[src/msm_pkg.sv]
// shared types and constants for the match section merger
`default_nettype none
package msm_pkg;

  localparam int MaxSectionsDef = 64;

  typedef struct packed {
    logic        opcode;
    logic [15:0] pattern_id;
    logic [31:0] match_start;
    logic [31:0] match_end;
  } in_item_t;

  typedef struct packed {
    logic [31:0] line_start;
    logic [31:0] line_length;
    logic [31:0] section_start;
    logic [31:0] section_end;
    logic [15:0] section_pattern;
    logic        table_overflow;
    logic        last_section;
  } out_item_t;

  typedef struct packed {
    logic [31:0] sec_start;
    logic [31:0] sec_end;
    logic [15:0] sec_pattern;
  } entry_t;

  typedef enum logic [3:0] {
    ST_IDLE,
    ST_INS_RD,
    ST_INS_EX,
    ST_INS_DECIDE,
    ST_SHIFT,
    ST_SHIFT_WR,
    ST_CLS_RD,
    ST_CLS_EX,
    ST_CLS_END
  } state_e;

  typedef enum logic [2:0] {
    WR_NONE,
    WR_ITEM_IDX,
    WR_ITEM_POS,
    WR_RD_IDX,
    WR_RD_KEPT
  } wr_op_e;

  typedef struct packed {
    logic   load;
    logic   clear;
    logic   ins_init;
    logic   cls_init;
    logic   idx_inc;
    logic   idx_dec;
    logic   idx_to_count;
    logic   pos_from_idx;
    logic   pos_from_count;
    logic   ovf_set;
    logic   rd_prev;
    wr_op_e wr_op;
    logic   count_inc;
    logic   keep_take;
    logic   emit;
    logic   emit_last;
    logic   close_commit;
  } cmd_t;

  typedef struct packed {
    logic is_blk;
    logic is_end;
    logic idx_eq_count;
    logic idx_eq_pos;
    logic full;
    logic rd_eq;
    logic rd_gt;
    logic better;
    logic keep;
    logic pend_v;
  } status_t;

endpackage
`default_nettype wire

[src/msm_ctrl.sv]
// controller state machine for insert and line-end walk
`default_nettype none
module msm_ctrl import msm_pkg::*; (
  input  wire logic    clk_i,
  input  wire logic    rst_ni,
  input  wire logic    start,
  output logic         busy,
  input  wire status_t sts_i,
  output cmd_t         cmd_o
);

  state_e state_q, state_d;

  // state register
  always_ff @(posedge clk_i or negedge rst_ni) begin
    if (!rst_ni) begin
      state_q <= ST_IDLE;
    end else begin
      state_q <= state_d;
    end
  end

  assign busy = (state_q != ST_IDLE);

  // next state and commands
  always_comb begin
    state_d = state_q;
    cmd_o   = '0;
    cmd_o.wr_op = WR_NONE;
    case (state_q)
      ST_IDLE: begin
        if (start) begin
          if (sts_i.is_blk) begin
            cmd_o.clear = 1'b1;
          end else if (sts_i.is_end) begin
            cmd_o.load     = 1'b1;
            cmd_o.cls_init = 1'b1;
            state_d        = ST_CLS_RD;
          end else begin
            cmd_o.load     = 1'b1;
            cmd_o.ins_init = 1'b1;
            state_d        = ST_INS_RD;
          end
        end
      end
      ST_INS_RD: begin
        if (sts_i.idx_eq_count) begin
          cmd_o.pos_from_count = 1'b1;
          state_d              = ST_INS_DECIDE;
        end else begin
          state_d = ST_INS_EX;
        end
      end
      ST_INS_EX: begin
        if (sts_i.rd_eq) begin
          if (sts_i.better) begin
            cmd_o.wr_op = WR_ITEM_IDX;
          end
          state_d = ST_IDLE;
        end else if (sts_i.rd_gt) begin
          cmd_o.pos_from_idx = 1'b1;
          state_d            = ST_INS_DECIDE;
        end else begin
          cmd_o.idx_inc = 1'b1;
          state_d       = ST_INS_RD;
        end
      end
      ST_INS_DECIDE: begin
        if (sts_i.full) begin
          cmd_o.ovf_set = 1'b1;
          state_d       = ST_IDLE;
        end else begin
          cmd_o.idx_to_count = 1'b1;
          state_d            = ST_SHIFT;
        end
      end
      ST_SHIFT: begin
        if (sts_i.idx_eq_pos) begin
          cmd_o.wr_op     = WR_ITEM_POS;
          cmd_o.count_inc = 1'b1;
          state_d         = ST_IDLE;
        end else begin
          cmd_o.rd_prev = 1'b1;
          state_d       = ST_SHIFT_WR;
        end
      end
      ST_SHIFT_WR: begin
        cmd_o.wr_op   = WR_RD_IDX;
        cmd_o.idx_dec = 1'b1;
        state_d       = ST_SHIFT;
      end
      ST_CLS_RD: begin
        state_d = sts_i.idx_eq_count ? ST_CLS_END : ST_CLS_EX;
      end
      ST_CLS_EX: begin
        if (sts_i.keep) begin
          cmd_o.wr_op     = WR_RD_KEPT;
          cmd_o.keep_take = 1'b1;
          cmd_o.emit      = sts_i.pend_v;
        end
        cmd_o.idx_inc = 1'b1;
        state_d       = ST_CLS_RD;
      end
      ST_CLS_END: begin
        cmd_o.emit         = sts_i.pend_v;
        cmd_o.emit_last    = 1'b1;
        cmd_o.close_commit = 1'b1;
        state_d            = ST_IDLE;
      end
      default: begin
        state_d = ST_IDLE;
      end
    endcase
  end

endmodule
`default_nettype wire

[config.mk]
export PLATFORM = sky130hd
export DESIGN_NAME = msm_ctrl
export DESIGN_NICKNAME = d
export VERILOG_FILES = /design/src/msm_pkg.sv /design/src/msm_ctrl.sv
export SDC_FILE = /design/constraint.sdc
export NUM_CORES = 1
export LEC_CHECK = 0
export BUFFER_PORTS_ARGS = -buffer_cell sky130_fd_sc_hd__buf_2
export CORE_AREA = 2 2 39 41
export CTS_BUF_LIST = sky130_fd_sc_hd__clkbuf_8
export CTS_CLUSTER_DIAMETER = 80
export DETAILED_ROUTE_END_ITERATION = 8
export DIE_AREA = 0 0 41 43
export HOLD_SLACK_MARGIN = 0.06
export PLACE_DENSITY_LB_ADDON = 0.15
export SETUP_SLACK_MARGIN = 0.1
export SLEW_MARGIN = 20
export SYNTH_ARGS = -nofsm -noshare
export SYNTH_HDL_FRONTEND = slang
export SYNTH_SLANG_ARGS = --single-unit
[constraint.sdc]
create_clock -name clk_i -period 1.3 [get_ports clk_i]
set_input_delay 0.065 -clock clk_i [delete_from_list [all_inputs] [get_ports clk_i]]
set_output_delay 0.065 -clock clk_i [all_outputs]
set_load 0.01 [all_outputs]
Yosys cells after proc, flatten, opt, wreduce, memory -nomap -nowiden
Index checks and enable logic that the tools add are counted.

Output and inout port bits: 20. Register bits after elaboration: 4. Input port bits: 13. Logic and storage cells: 56.

Reductions and logical operators: 3. Equality and inequality tests: 10. Muxes and demuxes: 42.

Operators with widths (number): $pmux 4 s8 (1); $mux 4 (6); $mux 1 (23); $eq 4x3->1 const B (4); $mux 3 (5); $pmux 3 s4 (1); $eq 4x2->1 const B (2); $mux 2 (4); $eq 4x1->1 const B (1); $eq 4x4->1 const B (1); $logic_not 4->1 (1); $ne 2x2->1 const B (2); $pmux 1 s2 (2); $reduce_bool 4->1 (1); $reduce_and 2->1 (1).

Longest topological paths before layout
Gate-level depths: netlist (run 1).

Depth in word-level cells: 4. Mapped depth: 5.

Least setup slack after synthesis (run 1)
Ideal clock, no wire load.

Path kind: register to output. Start: register state_q[0]. End: output port cmd_o[15] in the netlist's numbering. Data required time: 1235 ps. Path buffers: 1. Path slack: 15 ps. Stages on the path, launching flop included: 6. Arrival time: 1220 ps. Cell sequence: dfrtp_1 -> buf_6 -> nor2_1 -> nand2_1 -> nor2_1 -> and2_1.

RTL lines: start: declaration (line msm_ctrl.sv:12) `state_e state_q, state_d;`; start signal: assignment (line msm_ctrl.sv:19) `state_q <= state_d;`; end: declaration (line msm_ctrl.sv:9) `output cmd_t cmd_o`.

==> flow_metrics.env, run 1 <==
export IMPL_gp_congestion=0.736
export IMPL_die_w_um=41
export IMPL_io_pins=33
export IMPL_syn_area_um2=473
export IMPL_dp_hpwl_um=992
export IMPL_design_area_um2=987
export IMPL_rr_worst_depth=7
export IMPL_power_frac_seq_pct=14.4
export IMPL_largestRegisters="state_q x4"
export IMPL_ys_warn_count=0
export IMPL_status="complete, but fails checks"
export IMPL_clk_path_buf_depth=2
export IMPL_max_slew_worst_pin_slew_ns=0.189
export IMPL_setup_viol=15
export IMPL_netlist_instances=64
export IMPL_ys_seq_elements=4
export IMPL_io_buffers=32
export IMPL_met2WireLength_um=1030
export IMPL_cts_buffers=3
export IMPL_rsz0062_at_grt="true"
export IMPL_slew_headroom_pct=87.3
export IMPL_routed_wl_um=1840
export IMPL_clockRootBuffer="clkbuf_8"
export IMPL_grt_remaining_overflow=0
export IMPL_grt_pass1_vias=600
export IMPL_core_area_mm2=0.00138
export IMPL_crit_type="flip-flop to primary output"
export IMPL_fin_setup_tns_ns=-1.12
export IMPL_placedInstanceArea_um2=646
export IMPL_drc=0
export IMPL_post_synth_cell_area_avg_um2=7.39
export IMPL_grtUsageTotal_pct=22.5
export IMPL_power_frac_comb_pct=71.8
export IMPL_initial_utilization_pct=34.2
export IMPL_p_sw_share_pct=40.4
export IMPL_drt_initial_drc_count=4
export IMPL_slew_violations=0
export IMPL_fmax_mhz=676
export IMPL_wire_per_inst_um=14.0
export IMPL_synth_distinct_cells=27
export IMPL_largest_reg_flops=4
export IMPL_hp_start="sts_i[7]"
export IMPL_cp_buffers_inverters=2
export IMPL_hold_violations=0
export IMPL_start_kind="flip-flop"
export IMPL_power_leakage_nw=0.509
export IMPL_hold_path_depth=2
export IMPL_drv_cap=0
export IMPL_dr_pass1_iters=4
export IMPL_fin_nets=130
export IMPL_violations="setup timing"
export IMPL_die_h_um=43
export IMPL_crit_path_max_fanout=4
export IMPL_grt_max_degree=8
export IMPL_fin_crit_sh_pct=114
export IMPL_detail_route_antenna_nets=0
export IMPL_fin_crit_ns=1.48
export IMPL_met1Wirelength_um=721
export IMPL_antenna_found_initial=0
export IMPL_rows=14
export IMPL_cp_cell_sequence="buf_6 -> nor3_4 -> and2_4 -> o21a_1 -> buf_2"
export IMPL_power_density_mw_per_mm2=1910
export IMPL_crit_arrival_ns=1.41
export IMPL_clk_latency_ns=0.22
export IMPL_regMostFlops="state_q"
export IMPL_cp_top_family="flip-flops"
export IMPL_top_layer="met4"
export IMPL_met3_length_um=58
export IMPL_cpPeakStageDelay_ns=0.44
export IMPL_critPathCaptureType="primary output"
export IMPL_layout_drive_gt1_share_pct=70.4
export IMPL_area_delta_synth_final_pct=109
export IMPL_power_frac_clock_pct=13.8
export IMPL_p_sw_w=0.000762
export IMPL_cp_required_ns=1.24
export IMPL_grt_pass1_wl_um=2680
export IMPL_seq_area_frac_synth_pct=21.2
export IMPL_cts_tree="yes"
export IMPL_syn_nets=77
export IMPL_fp_dieArea_mm2=0.00176
export IMPL_fillers=120
export IMPL_htree_num_levels=1
export IMPL_dp_slack_ns=-0.0786
export IMPL_worstSetupStartpoint="state_q[1]"
export IMPL_hold_path_class="input pin to flip-flop"
export IMPL_cp_depth=5
export IMPL_clkTransAtPathRegs_ns=0.03
export IMPL_vdd_ir_drop_max_mv=0.840
export IMPL_p_int_w=0.00112
export IMPL_antenna_cells=0
export IMPL_timing_rr_start="state_q[2]"
export IMPL_vias_per_cell=5.09
export IMPL_worst_slack_ns=-0.180
export IMPL_cts_sinks=4
export IMPL_skew_ns=0.00395
export IMPL_vias=667
export IMPL_cp_slowest_cell="dfrtp_2"
placed cells by master, fill, tap and decap left out:
| cell | synthesis | layout |
|---|---|---|
| nor2_4 | 0 | 1 |
| a21boi_1 | 0 | 1 |
| o21a_1 | 2 | 2 |
| and3_4 | 0 | 2 |
| or2_1 | 1 | 1 |
| nand2_4 | 0 | 1 |
| nor2b_1 | 2 | 1 |
| nand2b_1 | 1 | 1 |
| and2_1 | 3 | 1 |
| nor2_1 | 9 | 5 |
| xor2_1 | 1 | 1 |
| nor2_2 | 1 | 4 |
| dlygate4sd3_1 | 0 | 1 |
| and2_4 | 0 | 2 |
| nor2b_4 | 1 | 3 |
| nor3_1 | 4 | 2 |
| nand4b_1 | 1 | 1 |
| o21ai_1 | 0 | 1 |
| buf_2 | 0 | 26 |
| buf_4 | 1 | 7 |
| nor4_2 | 0 | 2 |
| buf_6 | 4 | 19 |
| nand2_1 | 7 | 4 |
| and3_1 | 4 | 2 |
| and4_1 | 1 | 1 |
| a21oi_2 | 0 | 1 |
| nor3_4 | 0 | 1 |
| a22oi_2 | 1 | 1 |
| nor3_2 | 0 | 1 |
| a2bb2oi_2 | 0 | 1 |
| dfrtp_2 | 0 | 4 |
| o31a_1 | 2 | 2 |
| nand4_1 | 1 | 1 |
| a21oi_1 | 4 | 3 |
| inv_1 | 3 | 3 |
| clkbuf_8 | 0 | 3 |
| nand2_2 | 0 | 2 |
layout make-up:
| type | count | area, µm² | share of cell area (%) |
|---|---|---|---|
| Tap cell | 16 | 20.0 | 2.03 |
| Multi-Input combinational cell | 52 | 403 | 40.8 |
| Timing Repair Buffer | 53 | 407 | 41.2 |
| Clock buffer | 3 | 41.3 | 4.18 |
| Sequential cell | 4 | 105 | 10.6 |
| Inverter | 3 | 11.3 | 1.14 |
cells in the mapped netlist (all sizes together):
cell / count / area share [%]
and4: 1 / 1.9
and2: 3 / 4.0
o21a: 2 / 3.2
a22oi: 1 / 2.6
nor2b: 4 / 7.4
nor4: 2 / 2.6
or2: 1 / 1.3
inv: 3 / 2.4
dfrtp: 4 / 21
nor2: 10 / 8.5
nor3: 4 / 4.2
buf: 5 / 11
xor2: 1 / 1.9
nand4: 1 / 1.3
a21boi: 1 / 1.6
nand2: 7 / 5.6
and3: 4 / 5.3
o21ai: 1 / 1.1
a2bb2oi: 1 / 1.9
o31a: 2 / 3.7
a21oi: 4 / 4.2
nand2b: 1 / 1.3
nand4b: 1 / 1.9
layer usage:
| metal | track usage [%] | vias up |
|---|---|---|
| met1 | 29.1 | 318 |
| met3 | 3.14 | 4 |
| met5 | 0 | - |
| li1 | - | 324 |
| met4 | 8.00 | 0 |
| met2 | 36.3 | 21 |
worst reg2reg max path: cells and delay by family, from the launching register on:
family	cells	cell delay, ns
compound gates	2	0.38
buf+inv	3	0.40
flops	1	0.43
simple gates	2	0.09
stage by stage:
stage,hold slack (ns),cells,power [W],util (%)
after floorplan,-0.231,64,0.000817,-
after global placement,-0.129,111,0.000986,46.7
after detailed placement,-0.126,111,0.000984,46.7
after CTS,0.147,129,0.00172,65.4
after global routing,0.182,131,0.00201,71.3
final,0.164,131,0.00188,71.3
path summary, 6_finish.rpt:
kind | to | slack (ns)
worst max-delay path | cmd_o[2] | -0.18
worst min-delay path | state_q[3] | 0.16
worst max register to register | state_q[2] | -0.12
worst min register to register | state_q[0] | 0.78
max in group asynchronous | state_q[2] | 0.98
min in group asynchronous | state_q[1] | 0.18
power groups by stage:
stage / sequential (W) / combinational, W / clock, W
finish: 0.000271 / 0.00135 / 0.000261
CTS: 0.000259 / 0.00119 / 0.000264
global placement: 0.000276 / 0.000710 / 0
global route: 0.000277 / 0.00146 / 0.000274
floorplan: 0.000185 / 0.000632 / 0
detailed placement: 0.000279 / 0.000705 / 0
logic make-up after synthesis:
family	count (synthesis)	synth area share, %
XOR/XNOR	1	1.85
flip-flops	4	21.2
buffers and inverters	8	13.5
AND/OR/NAND/NOR	39	45.2
AO/OA/AOI/OAI	12	18.3
what timing repair did:
action | in CTS | in global routing
endpoints found under the setup margin | 23 | 23
buffers inserted | 14 | 2
gates resized for setup | 33 | 14
hold buffers | 1 | 0
hold endpoints to repair | 4 | 0
pin swaps | 14 | 7
No activity file was read; power rests on OpenSTA's default activity.
==> inputs of run 2 (changes only) <==
BUFFER_PORTS_ARGS = not set   (was -buffer_cell sky130_fd_sc_hd__buf_2)
DONT_BUFFER_PORTS = 1   (was not set)
==> run 2 against run 1 <==
  * Total power increased by 3.9%
  * Largest power group unchanged
  * Sequential cell count unchanged
  * The flow still finishes with violations (setup timing)
  * First-iteration DRC count increased to 3.3 times the previous value
  * Setup slack improved by 0.062 ns
  * Worst hold slack got worse by 0.072 ns
  * Final area decreased by 6.5%
  * Sequential share of layout area increased by 0.60 points
  * Combinational power increased by 6%
==> flow_metrics.env, run 2 (synthesized netlist as in run 1, its figures left out) <==
export IMPL_clk_latency_ns=0.22
export IMPL_vias_per_cell=5.42
export IMPL_drv_cap=0
export IMPL_multi_input_area_um2=468
export IMPL_final_cell_mix="13 x buf_6, 12 x buf_4, 6 x nor2_4"
export IMPL_violations="setup timing"
export IMPL_slew_headroom_pct=82.8
export IMPL_grt_remaining_overflow=0
export IMPL_area_delta_synth_final_pct=95.2
export IMPL_htree_num_levels=1
export IMPL_max_slew_worst_pin_slew_ns=0.258
export IMPL_layout_drive_gt1_share_pct=70.0
export IMPL_fp_dieArea_mm2=0.00176
export IMPL_vias=575
export IMPL_initial_utilization_pct=34.2
export IMPL_vdd_ir_drop_max_mv=0.984
export IMPL_io_pins=33
export IMPL_rows=14
export IMPL_crit_arrival_ns=1.35
export IMPL_fillers=99
export IMPL_cp_required_ns=1.24
export IMPL_design_area_um2=923
export IMPL_routed_wl_um=1630
export IMPL_critPathCaptureType="primary output"
export IMPL_crit_type="flip-flop to primary output"
export IMPL_whs_ns=0.0919
export IMPL_drt_initial_drc_count=13
export IMPL_clkTransAtPathRegs_ns=0.03
export IMPL_regMostFlops="state_q"
export IMPL_crit_path_max_fanout=4
export IMPL_power_leakage_nw=0.395
export IMPL_wire_per_inst_um=15.3
export IMPL_fin_crit_ns=1.42
export IMPL_fin_crit_sh_pct=109
export IMPL_skew_ns=0.00255
export IMPL_core_area_mm2=0.00138
export IMPL_io_buffers=0
export IMPL_die_w_um=41
export IMPL_status="complete, but fails checks"
export IMPL_dp_hpwl_um=970
export IMPL_gp_congestion=0.751
export IMPL_hold_violations=0
export IMPL_cts_sinks=4
export IMPL_rsz0062_at_grt="true"
export IMPL_hold_path_class="input pin to flip-flop"
export IMPL_start_kind="flip-flop"
export IMPL_cts_tree="yes"
export IMPL_drc=0
export IMPL_cts_buffers=3
export IMPL_grtUsageTotal_pct=19.7
export IMPL_antenna_cells=0
export IMPL_fmax_mhz=706
export IMPL_largestRegisters="state_q x4"
export IMPL_fin_nets=105
export IMPL_clockRootBuffer="clkbuf_8"
export IMPL_grt_pass1_wl_um=2380
export IMPL_worst_slack_ns=-0.117
export IMPL_setup_viol=17
export IMPL_power_density_mw_per_mm2=2120
export IMPL_slew_violations=0
export IMPL_dr_pass1_iters=4
export IMPL_grt_pass1_vias=555
export IMPL_antenna_found_initial=0
export IMPL_mostFrequentLayoutCell="buf_6"
export IMPL_die_h_um=43
export IMPL_grt_max_degree=8
export IMPL_regArea_um2=104
export IMPL_placedInstanceArea_um2=561
export IMPL_clk_path_buf_depth=2
export IMPL_detail_route_antenna_nets=0
export IMPL_largest_reg_flops=4
[run 2: final timing paths]
| check | start | slack, ns | end | cells past startpoint |
|---|---|---|---|---|
| worst max-delay path | state_q[0] | -0.12 | cmd_o[6] | 4 |
| worst min-delay path | sts_i[3] | 0.09 | state_q[1] | 2 |
| worst max register to register | state_q[0] | -0.04 | state_q[0] | 5 |
| worst min register to register | state_q[3] | 0.76 | state_q[1] | 3 |
| max in group asynchronous | rst_ni | 1.00 | state_q[3] | 1 |
| min in group asynchronous | rst_ni | 0.12 | state_q[0] | 1 |
[run 2: layer usage]
metal | vias up | wire [µm] | global-route usage [%] | share of wire, %
li1 | 273 | - | - | -
met1 | 272 | 654 | 27.1 | 40
met2 | 28 | 855 | 30.6 | 53
met3 | 2 | 102 | 4.19 | 6.3
met4 | 0 | 13 | 4.00 | 0.80
met5 | - | 0 | 0 | 0
[run 2: critical path, stage by stage (launching register included)]
cell     delay, ns
dfrtp_2       0.45
buf_12        0.15
nor2b_4       0.13
and2_4        0.16
or2_4         0.24
[run 2: report_power, final]
part	internal [W]	switching [W]	total [W]
clock	0.000197	0.0000609	0.000258
sequential	0.000173	0.0000968	0.000270
combinational	0.000778	0.000653	0.00143
total	0.00115	0.000810	0.00196
[run 2: metrics by stage]
stage / setup TNS (ns) / utilization [%] / cells / power, W / setup slack [ns]
global placement: -0.0000542 / 40.5 / 89 / 0.000956 / -0.0000542
detailed placement: -0.0242 / 40.5 / 89 / 0.000954 / -0.0242
floorplan: 0 / - / 64 / 0.000817 / 0.0868
global route: -1.46 / 66.7 / 106 / 0.00208 / -0.136
finish: -0.711 / 66.7 / 106 / 0.00196 / -0.117
CTS: -0.572 / 62.3 / 103 / 0.00178 / -0.110
[run 2: area by class of cell]
class                   instances  share of cell area, %
repair buffers                 28                   29.9
multi-input cells              52                   50.7
flip-flops and latches          4                   11.2
well taps                      16                   2.17
inverters                       3                   1.49
clock buffers                   3                   4.47
[run 2: repair_timing]
item	in CTS	in global routing
endpoints found under the hold margin	5	0
pin swaps	17	13
gates resized for setup	43	9
endpoints found under the setup margin	23	23
hold buffers	2	0
buffers inserted	9	3
==> inputs of run 3 (changes only) <==
CELL_PAD_IN_SITES_DETAIL_PLACEMENT = 1   (was not set)
CELL_PAD_IN_SITES_GLOBAL_PLACEMENT = 1   (was not set)
==> run 3 against run 2 <==
  * The flow now stops in global routing (5_1_grt)
  * Synthesized cell count is the same
  * Area after synthesis is the same
==> flow_metrics.env, run 3 <==
export IMPL_netlist_instances=64
export IMPL_die_h_um=43
export IMPL_synth_distinct_cells=27
export IMPL_worst_endpoint="cmd_o[16]"
export IMPL_yosysMostFrequentCell="nor2_1"
export IMPL_syn_nets=77
export IMPL_initial_utilization_pct=34.2
export IMPL_cts_buffers=3
export IMPL_grt_max_degree=8
export IMPL_async_flop_share_pct=100
export IMPL_ys_top_cells_by_area="dfrtp_1 21%, buf_6 9.5%, nor2_1 7.1%"
export IMPL_ys_warn_count=0
export IMPL_gp_congestion=0.799
export IMPL_antenna_found_initial=0
export IMPL_error="[ERROR DPL-0033] detailed placement checks failed during check placement."
export IMPL_io_pins=33
export IMPL_clockRootBuffer="clkbuf_8"
export IMPL_post_synth_cell_area_avg_um2=7.39
export IMPL_dp_hpwl_um=1160
export IMPL_synth_edf_count=0
export IMPL_worstEndpointType="primary output"
export IMPL_synth_top_area_cell="dfrtp_1"
export IMPL_synth_top_cell_area_share_pct=21.2
export IMPL_cts_sinks=4
export IMPL_clk_path_buf_depth=2
export IMPL_synth_flop_cell="dfrtp_1"
export IMPL_die_w_um=41
export IMPL_stop_stage="global routing (5_1_grt)"
export IMPL_seq_area_frac_synth_pct=21.2
export IMPL_io_buffers=0
export IMPL_status="did not finish"
export IMPL_ys_seq_elements=4
export IMPL_rows=14
export IMPL_htree_num_levels=1
export IMPL_synth_commonest_cells="9 x nor2_1, 7 x nand2_1"
export IMPL_syn_area_um2=473
run 3: cell counts after synthesis:
Identical to the previous run, type by type.
run 3: stage by stage:
| step | area, µm² | util (%) | setup slack (ns) | std cells |
|---|---|---|---|---|
| after CTS | 920 | 66.5 | -0.151 | 109 |
| after detailed placement | 598 | 43.2 | -0.0477 | 94 |
| after global placement | 598 | 43.2 | -0.0148 | 94 |
| after floorplan | 488 | - | 0.0868 | 64 |
run 3: what timing repair did:
action | in CTS
hold buffers | 2
resized for setup | 47
endpoints found under the hold margin | 5
setup buffers | 10
endpoints found under the setup margin | 23
pin swaps | 14
run 3: cells by family after synthesis:
kind of cell | after synthesis | synth area share, %
xor gates and xnor gates | 1 | 1.85
buffers and inverters | 8 | 13.5
and+or+nand+nor | 39 | 45.2
DFF | 4 | 21.2
AOI/OAI and AO/OA | 12 | 18.3
==> inputs of run 4 (changes only) <==
CELL_PAD_IN_SITES_DETAIL_PLACEMENT = not set   (was 1)
CELL_PAD_IN_SITES_GLOBAL_PLACEMENT = not set   (was 1)
CORE_AREA = 2 2 63 65   (was 2 2 39 41)
CTS_BUF_LIST = not set   (was sky130_fd_sc_hd__clkbuf_8)
CTS_CLUSTER_DIAMETER = not set   (was 80)
DIE_AREA = 0 0 65 67   (was 0 0 41 43)
HOLD_SLACK_MARGIN = not set   (was 0.06)
SETUP_SLACK_MARGIN = not set   (was 0.1)
==> run 4 against run 3 <==
  * The flow now finishes, with violations (setup timing)
==> flow_metrics.env, run 4 (synthesized netlist as in run 1, its figures left out) <==
export IMPL_status="complete, but fails checks"
export IMPL_violations="setup timing"
export IMPL_layout_drive_gt1_share_pct=59.8
export IMPL_final_util_pct=23.5
export IMPL_drv_cap=0
export IMPL_fp_dieArea_mm2=0.00436
export IMPL_wire_per_inst_um=11.9
export IMPL_placedInstanceArea_um2=638
export IMPL_grt_remaining_overflow=0
export IMPL_drt_initial_drc_count=9
export IMPL_slew_violations=0
export IMPL_hold_path_class="input pin to flip-flop"
export IMPL_max_slew_worst_pin_slew_ns=0.247
export IMPL_dp_cells=128
export IMPL_crit_type="flip-flop to primary output"
export IMPL_io_pins=33
export IMPL_core_area_mm2=0.00361
export IMPL_cp_required_ns=1.24
export IMPL_largestRegisters="state_q x4"
export IMPL_grtUsageTotal_pct=7.45
export IMPL_cts_sinks=4
export IMPL_design_area_um2=846
export IMPL_die_w_um=65
export IMPL_cp_buffers_inverters=1
export IMPL_regMostFlops="state_q"
export IMPL_clockRootBuffer="clkbuf_8"
export IMPL_fmax_mhz=712
export IMPL_mostFrequentLayoutCell="buf_4"
export IMPL_initial_utilization_pct=13.1
export IMPL_fin_nets=102
export IMPL_worst_slack_ns=-0.105
export IMPL_crit_arrival_ns=1.34
export IMPL_clk_latency_ns=0.21
export IMPL_cp_slowest_cell="dfrtp_2"
export IMPL_vias_per_cell=3.96
export IMPL_vdd_ir_drop_max_mv=0.444
export IMPL_die_h_um=67
export IMPL_fin_crit_sh_pct=108
export IMPL_cpPeakStageDelay_ns=0.47
export IMPL_drc=0
export IMPL_largest_reg_flops=4
export IMPL_power_leakage_nw=0.364
export IMPL_grt_pass1_wl_um=2460
export IMPL_final_cell_mix="17 x buf_4, 7 x buf_6, 6 x nand2_1"
export IMPL_clkTransAtPathRegs_ns=0.03
export IMPL_clk_path_buf_depth=2
export IMPL_area_delta_synth_final_pct=78.8
export IMPL_fin_setup_tns_ns=-0.782
export IMPL_io_buffers=0
export IMPL_skew_ns=0.00202
export IMPL_fillers=398
export IMPL_antenna_found_initial=0
export IMPL_whs_ns=0.0143
export IMPL_grt_pass1_vias=543
export IMPL_htree_num_levels=1
export IMPL_critPathCaptureType="primary output"
export IMPL_grt_max_degree=8
export IMPL_dp_hpwl_um=1330
export IMPL_power_density_mw_per_mm2=1930
export IMPL_gp_congestion=0.675
export IMPL_cts_buffers=3
export IMPL_slew_headroom_pct=83.5
export IMPL_rows=22
export IMPL_instances_no_fill=135
export IMPL_cp_top_family="simple AND/OR/NAND/NOR gates"
export IMPL_cts_tree="yes"
export IMPL_detail_route_antenna_nets=0
export IMPL_antenna_cells=0
export IMPL_crit_path_max_fanout=7
export IMPL_routed_wl_um=1600
export IMPL_setup_viol=17
export IMPL_fin_crit_ns=1.40
export IMPL_vias=534
export IMPL_rsz0062_at_grt="true"
export IMPL_cp_cell_sequence="nor2_2 -> buf_4 -> and3_1 -> or2_1"
export IMPL_hold_violations=0
export IMPL_start_kind="flip-flop"
export IMPL_dr_pass1_iters=3
[run 4: final timing paths]
kind | slack, ns | start | cells past startpoint | endpoint
max in group asynchronous | 0.99 | rst_ni | 1 | state_q[1]
min reg2reg | 0.68 | state_q[3] | 2 | state_q[3]
max reg2reg | -0.03 | state_q[1] | 5 | state_q[0]
min | 0.01 | sts_i[7] | 1 | state_q[3]
min in group asynchronous | 0.12 | rst_ni | 1 | state_q[2]
max | -0.10 | state_q[0] | 4 | cmd_o[6]
[run 4: where the power goes]
| group | leakage, nW | switching [W] | internal [W] |
|---|---|---|---|
| clock network | 0.0216 | 0.0000617 | 0.000197 |
| registers | 0.0482 | 0.0000823 | 0.000174 |
| logic | 0.295 | 0.000538 | 0.000578 |
[run 4: metal layers]
| layer | share of wire (%) | track usage (%) | up-vias |
|---|---|---|---|
| li1 | - | - | 267 |
| met1 | 40 | 8.17 | 259 |
| met2 | 57 | 13.3 | 8 |
| met3 | 2.9 | 2.03 | 0 |
| met4 | 0 | 3.46 | 0 |
| met5 | 0 | 0 | - |
[run 4: worst reg2reg max path: cells and delay by family, from the launching register on]
kind,cells,cell delay [ns]
flip-flops,1,0.44
AO/OA/AOI/OAI,2,0.33
buffers and inverters,2,0.25
AND/OR/NAND/NOR,1,0.19
[run 4: per-stage QoR]
stage	setup slack (ns)	total power, W
finish	-0.105	0.00163
global route	-0.162	0.00175
CTS	-0.177	0.00153
detailed placement	-0.0266	0.00108
global placement	-0.0255	0.00110
floorplan	0.0147	0.000788
[run 4: area by class of cell]
class	count	area (µm²)	share of cell area, %
multi-input combinational	52	413	48.8
timing repair buffer	25	216	25.6
sequential	4	104	12.3
tap	48	60.1	7.10
clock buffer	3	41.3	4.88
inverter	3	11.3	1.33
[run 4: repair_timing]
| action | in CTS | in global routing |
|---|---|---|
| pin swaps | 6 | 2 |
| hold buffers | 1 | 0 |
| setup endpoints to repair | 22 | 22 |
| endpoints found under the hold margin | 4 | 0 |
| buffers inserted | 3 | 1 |
| gates resized for setup | 22 | 14 |
